[src/rtl/her2_pkg.sv]
// ----------------------------------------------------------------------------
// her2_pkg
// Shared widths, codes, types and fixed-point helpers of the Hermitian
// rank-2 update block.
// ----------------------------------------------------------------------------
package her2_pkg;

    localparam int ORDER_W   = 6;
    localparam int VEC_DEPTH = 64;
    localparam int COMP_W    = 32;
    localparam int FRAC_W    = 16;
    localparam int PROD_W    = 2 * COMP_W;
    localparam int RND_W     = PROD_W - FRAC_W;
    localparam int SUM_W     = RND_W + 3;
    localparam int SIZE_W    = 7;
    localparam int CFG_IDX_W = 2;

    // opcodes of an input transaction
    localparam logic OP_LOAD   = 1'b0;
    localparam logic OP_UPDATE = 1'b1;

    // configuration register indexes
    localparam logic [CFG_IDX_W-1:0] REG_ALPHA_RE = 2'd0;
    localparam logic [CFG_IDX_W-1:0] REG_ALPHA_IM = 2'd1;
    localparam logic [CFG_IDX_W-1:0] REG_UPPER    = 2'd2;
    localparam logic [CFG_IDX_W-1:0] REG_SIZE     = 2'd3;

    localparam logic signed [PROD_W-1:0] RND_HALF = PROD_W'(1) << (FRAC_W - 1);

    typedef logic signed [COMP_W-1:0] comp_t;
    typedef logic signed [PROD_W-1:0] prod_t;
    typedef logic signed [RND_W-1:0]  rnd_t;
    typedef logic signed [SUM_W-1:0]  sum_t;

    typedef struct packed {
        comp_t im;
        comp_t re;
    } cplx_t;

    typedef struct packed {
        logic               en;
        logic [ORDER_W-1:0] addr;
        cplx_t              data;
    } vec_wr_t;

    typedef struct packed {
        comp_t val;
        logic  clip;
    } sat_t;

    // full-width signed product
    function automatic prod_t cmul(input comp_t a, input comp_t b);
        prod_t wa;
        prod_t wb;
        wa = a;
        wb = b;
        return wa * wb;
    endfunction

    // round to nearest, ties up, then drop the fraction bits
    function automatic rnd_t round_prod(input prod_t p);
        prod_t s;
        s = p + RND_HALF;
        return s[PROD_W-1:FRAC_W];
    endfunction

    // clip a wide sum to one component
    function automatic sat_t sat_comp(input sum_t v);
        sat_t r;
        if (v[SUM_W-1:COMP_W-1] == '0 || v[SUM_W-1:COMP_W-1] == '1)
        begin
            r.val  = v[COMP_W-1:0];
            r.clip = 1'b0;
        end
        else
        begin
            r.val  = v[SUM_W-1] ? {1'b1, {(COMP_W-1){1'b0}}} : {1'b0, {(COMP_W-1){1'b1}}};
            r.clip = 1'b1;
        end
        return r;
    endfunction

endpackage

[src/rtl/her2_vec_store.sv]
// ----------------------------------------------------------------------------
// her2_vec_store
// Complex vector store: one write port, two registered read ports.
// ----------------------------------------------------------------------------
module her2_vec_store
(
    input  logic                         clk,
    input  her2_pkg::vec_wr_t            wr,
    input  logic                         rd_en,
    input  logic [her2_pkg::ORDER_W-1:0] raddr_a,
    input  logic [her2_pkg::ORDER_W-1:0] raddr_b,
    output her2_pkg::cplx_t              rdata_a,
    output her2_pkg::cplx_t              rdata_b
);
    import her2_pkg::*;

    cplx_t mem [VEC_DEPTH];
    cplx_t rdata_a_reg;
    cplx_t rdata_b_reg;

    // write port
    always_ff @(posedge clk)
    begin
        if (wr.en)
        begin
            mem[wr.addr] <= wr.data;
        end
    end

    // read ports, held while the pipeline stalls
    always_ff @(posedge clk)
    begin
        if (rd_en)
        begin
            rdata_a_reg <= mem[raddr_a];
            rdata_b_reg <= mem[raddr_b];
        end
    end

    assign rdata_a = rdata_a_reg;
    assign rdata_b = rdata_b_reg;

endmodule

[config.mk]
export PLATFORM = sky130hd
export DESIGN_NAME = her2_vec_store
export DESIGN_NICKNAME = d
export VERILOG_FILES = /design/src/rtl/her2_pkg.sv /design/src/rtl/her2_vec_store.sv
export SDC_FILE = /design/constraint.sdc
export NUM_CORES = 2
export LEC_CHECK = 0
export BUFFER_PORTS_ARGS = -buffer_cell sky130_fd_sc_hd__buf_2
export CAP_MARGIN = 20
export CORE_MARGIN = 2
export CORE_UTILIZATION = 50
export DETAILED_ROUTE_END_ITERATION = 8
export GPL_TIMING_DRIVEN = 1
export PLACE_DENSITY_LB_ADDON = 0.25
export RECOVER_POWER = 100
export SLEW_MARGIN = 20
export SYNTH_ARGS = -nofsm -noshare
export SYNTH_HDL_FRONTEND = slang
export SYNTH_SLANG_ARGS = --single-unit
[constraint.sdc]
create_clock -name clk -period 9.85 [get_ports clk]
set_input_delay 0.4925 -clock clk [delete_from_list [all_inputs] [get_ports clk]]
set_output_delay 0.4925 -clock clk [all_outputs]
set_load 0.01 [all_outputs]
==> results_dict.tcl <==
set metrics [dict create \
    status "finished, violations left" \
    violations "antenna rules, capacitance limit, slew limit" \
    fin_crit_sh_pct 74.04 \
    final_hold_viol_count 0 \
    cts_buffers 439 \
    setup_violations 0 \
    syn_avg_cell_area_um2 21.39 \
    nFillCells 28040 \
    worst_ep_arrival_time_ns 7.89 \
    synthDistinctLibCells 41 \
    post-place-ws_ns 4.873 \
    fin_tns_setup_ns 0 \
    multi_input_area_um2 58700 \
    clk_latency_ns 1.03 \
    yosys.area.top_type_share_pct 67.08 \
    utilization_pct 55.79 \
    synth_warnings 0 \
    grtUsageMet2_pct 52.95 \
    worst_pin_slew_ns 5.380 \
    clockBufferDepth 4 \
    core_area_um2 376100 \
    power_mw 40.20 \
    maxCapViolations 229 \
    grt_use_met1_pct 47.04 \
    grt_pass1_vias 111400 \
    grt-ovfl-total 0 \
    vdd_drop_max_mv 0.1658 \
    synth-async-reset-ratio_pct 0 \
    dpl_cell_area_um2 196400 \
    wl_per_cell_um 47.33 \
    holdWs_ns 0.08061 \
    yosysMostFrequentCell "edfxtp_1" \
    finalCriticalPeriod_ns 7.293 \
    synth_area_leaders "edfxtp_1 (67%), mux4_2 (24%), o22ai_1 (1.8%), mux2i_1 (0.94%), buf_2 (0.64%)" \
    grt_max_degree 122 \
    nNetsFinal 9170 \
    synth_area_leader_cell "edfxtp_1" \
    fin_ws_ns 2.557 \
    hold_class "in2reg" \
    area.sequential_um2 126800 \
    die_x_um 619.0 \
    cts_htree_levels 5 \
    drc 0 \
    synth_edf_count 4224 \
    crit_path_end_kind "flop" \
    die_h_um 619.0 \
    antenna_found_initial 95 \
    cts_setup_buffers 0 \
    cp_max_fo 35 \
    drive_gt1_share_pct 31.11 \
    initial_utilization_pct 50.28 \
    instances_no_fill 14550 \
    rsz0062_at_grt "false" \
    final_antenna_net_count 1 \
    tritoncts "built" \
    slew_viol_final 7876 \
    drt-initial-drc-count 20250 \
    clkSinkCount 4224 \
    syn_nets 8926 \
    rows 225 \
    relSlewSlack_pct -258.6 \
    use_met3_pct 10.58 \
    ys_ff_latch 4224 \
    synthesis.area_um2 189100 \
    path_clk_slew_ns 0.06 \
    largest_reg_flops 4096 \
    max_freq_mhz 137.1 \
    p_leak_nw 63.58 \
    required_ns 10.45 \
    dr.pass1.iters 8 \
    synthToLayoutAreaGrowth_pct 10.96 \
    clock-root-buffer "clkbuf_16" \
    top_usage_layer "met2" \
    critPathKind "in2reg" \
    synth_top_flop_cell "edfxtp_1" \
    syn_inst 8841 \
    grt_pass1_wl_um 933000 \
    grt_use_total_pct 35.89 \
    wl_um 688700 \
    cp-start-kind "input port" \
    vias 113100 \
    power_density_nw_per_um2 191.6 \
    gp_congestion 0.8763 \
    clock_skew_ns 0.06997 \
    hpwl_um 382500 \
    routed_via_density 7.770 \
    dieArea_um2 383100 \
    synthTopCellsByCount "edfxtp_1 (4,224), mux4_2 (2,016), o22ai_1 (533)" \
    ys_seq_area_share_pct 67.08 \
    boundaryPins 213 \
    dp.cells 13630 \
    numPortBuffers 212 \
    postLayoutCellArea_um2 209800 \
]
-- timing repair --
| item | 4_1_cts | 5_1_grt |
|---|---|---|
| hold buffers | 1 | 3 |
| resized for setup | 0 | 0 |
| hold endpoints to repair | 1 | 49 |
-- cell usage in the layout, fill, tap and decap left out, types with 25 or more instances in the layout --
cell type,n
a211oi_1,79
clkinv_2,81
clkbuf_1,422
o22a_1,51
buf_4,147
a21oi_1,128
nor4_1,55
nor3_1,63
nor2_1,146
o221ai_1,73
buf_12,37
mux2i_1,177
nand2_1,27
bufinv_16,52
clkinv_1,92
a22oi_1,37
a221oi_1,140
nor2b_1,25
o22ai_1,533
mux4_2,2016
clkbuf_16,447
edfxtp_1,4224
diode_2,105
clkinvlp_4,27
a22o_1,136
-- logic make-up after synthesis --
family	share of synthesized area (%)
compound gates	4.771
mux	25.04
buf+inv	2.034
simple gates	1.073
flops	67.08
-- cell type report --
| cell class | count | area share [%] |
|---|---|---|
| Timing Repair Buffer | 545 | 1.593 |
| Inverter | 1 | 0.002982 |
| Tap cell | 4994 | 2.978 |
| Antenna cell | 105 | 0.1252 |
| Sequential cell | 4224 | 60.45 |
| Clock buffer | 528 | 5.476 |
| Multi-Input combinational cell | 3874 | 27.97 |
| Clock inverter | 279 | 1.400 |
-- routing by layer --
metal / share of wire, % / vias up / routed length [µm]
li1: - / 40340 / -
met3: 15 / 2247 / 104300
met1: 33 / 59790 / 224100
met2: 45 / 10630 / 308900
met5: 0.10 / - / 713
met4: 7.4 / 54 / 50730
-- report_power, final --
part           total [mW]  internal, mW  switching (mW)
Sequential           20.2          20.0           0.166
Clock                16.9          9.67            7.24
Combinational        3.10          1.15            1.94
Total                40.2          30.8            9.35
-- final timing paths --
kind / from / to / slack [ns] / cells after the start
hold / removal: raddr_a[4] / rdata_a[21] / 0.08 / 3
setup reg to reg: mem[33][39] / rdata_a[39] / 6.58 / 5
hold reg to reg: mem[37][61] / rdata_b[61] / 0.94 / 4
setup / recovery: wr[69] / mem[33][3] / 2.56 / 5
-- worst max-delay path, cell delays in order --
cell and delay [ns]:
clkbuf_1 0.28, or3b_1 0.55, nor2_1 1.76, clkbuf_1 3.70, buf_4 1.00
Power figures use the tool's default switching activity.
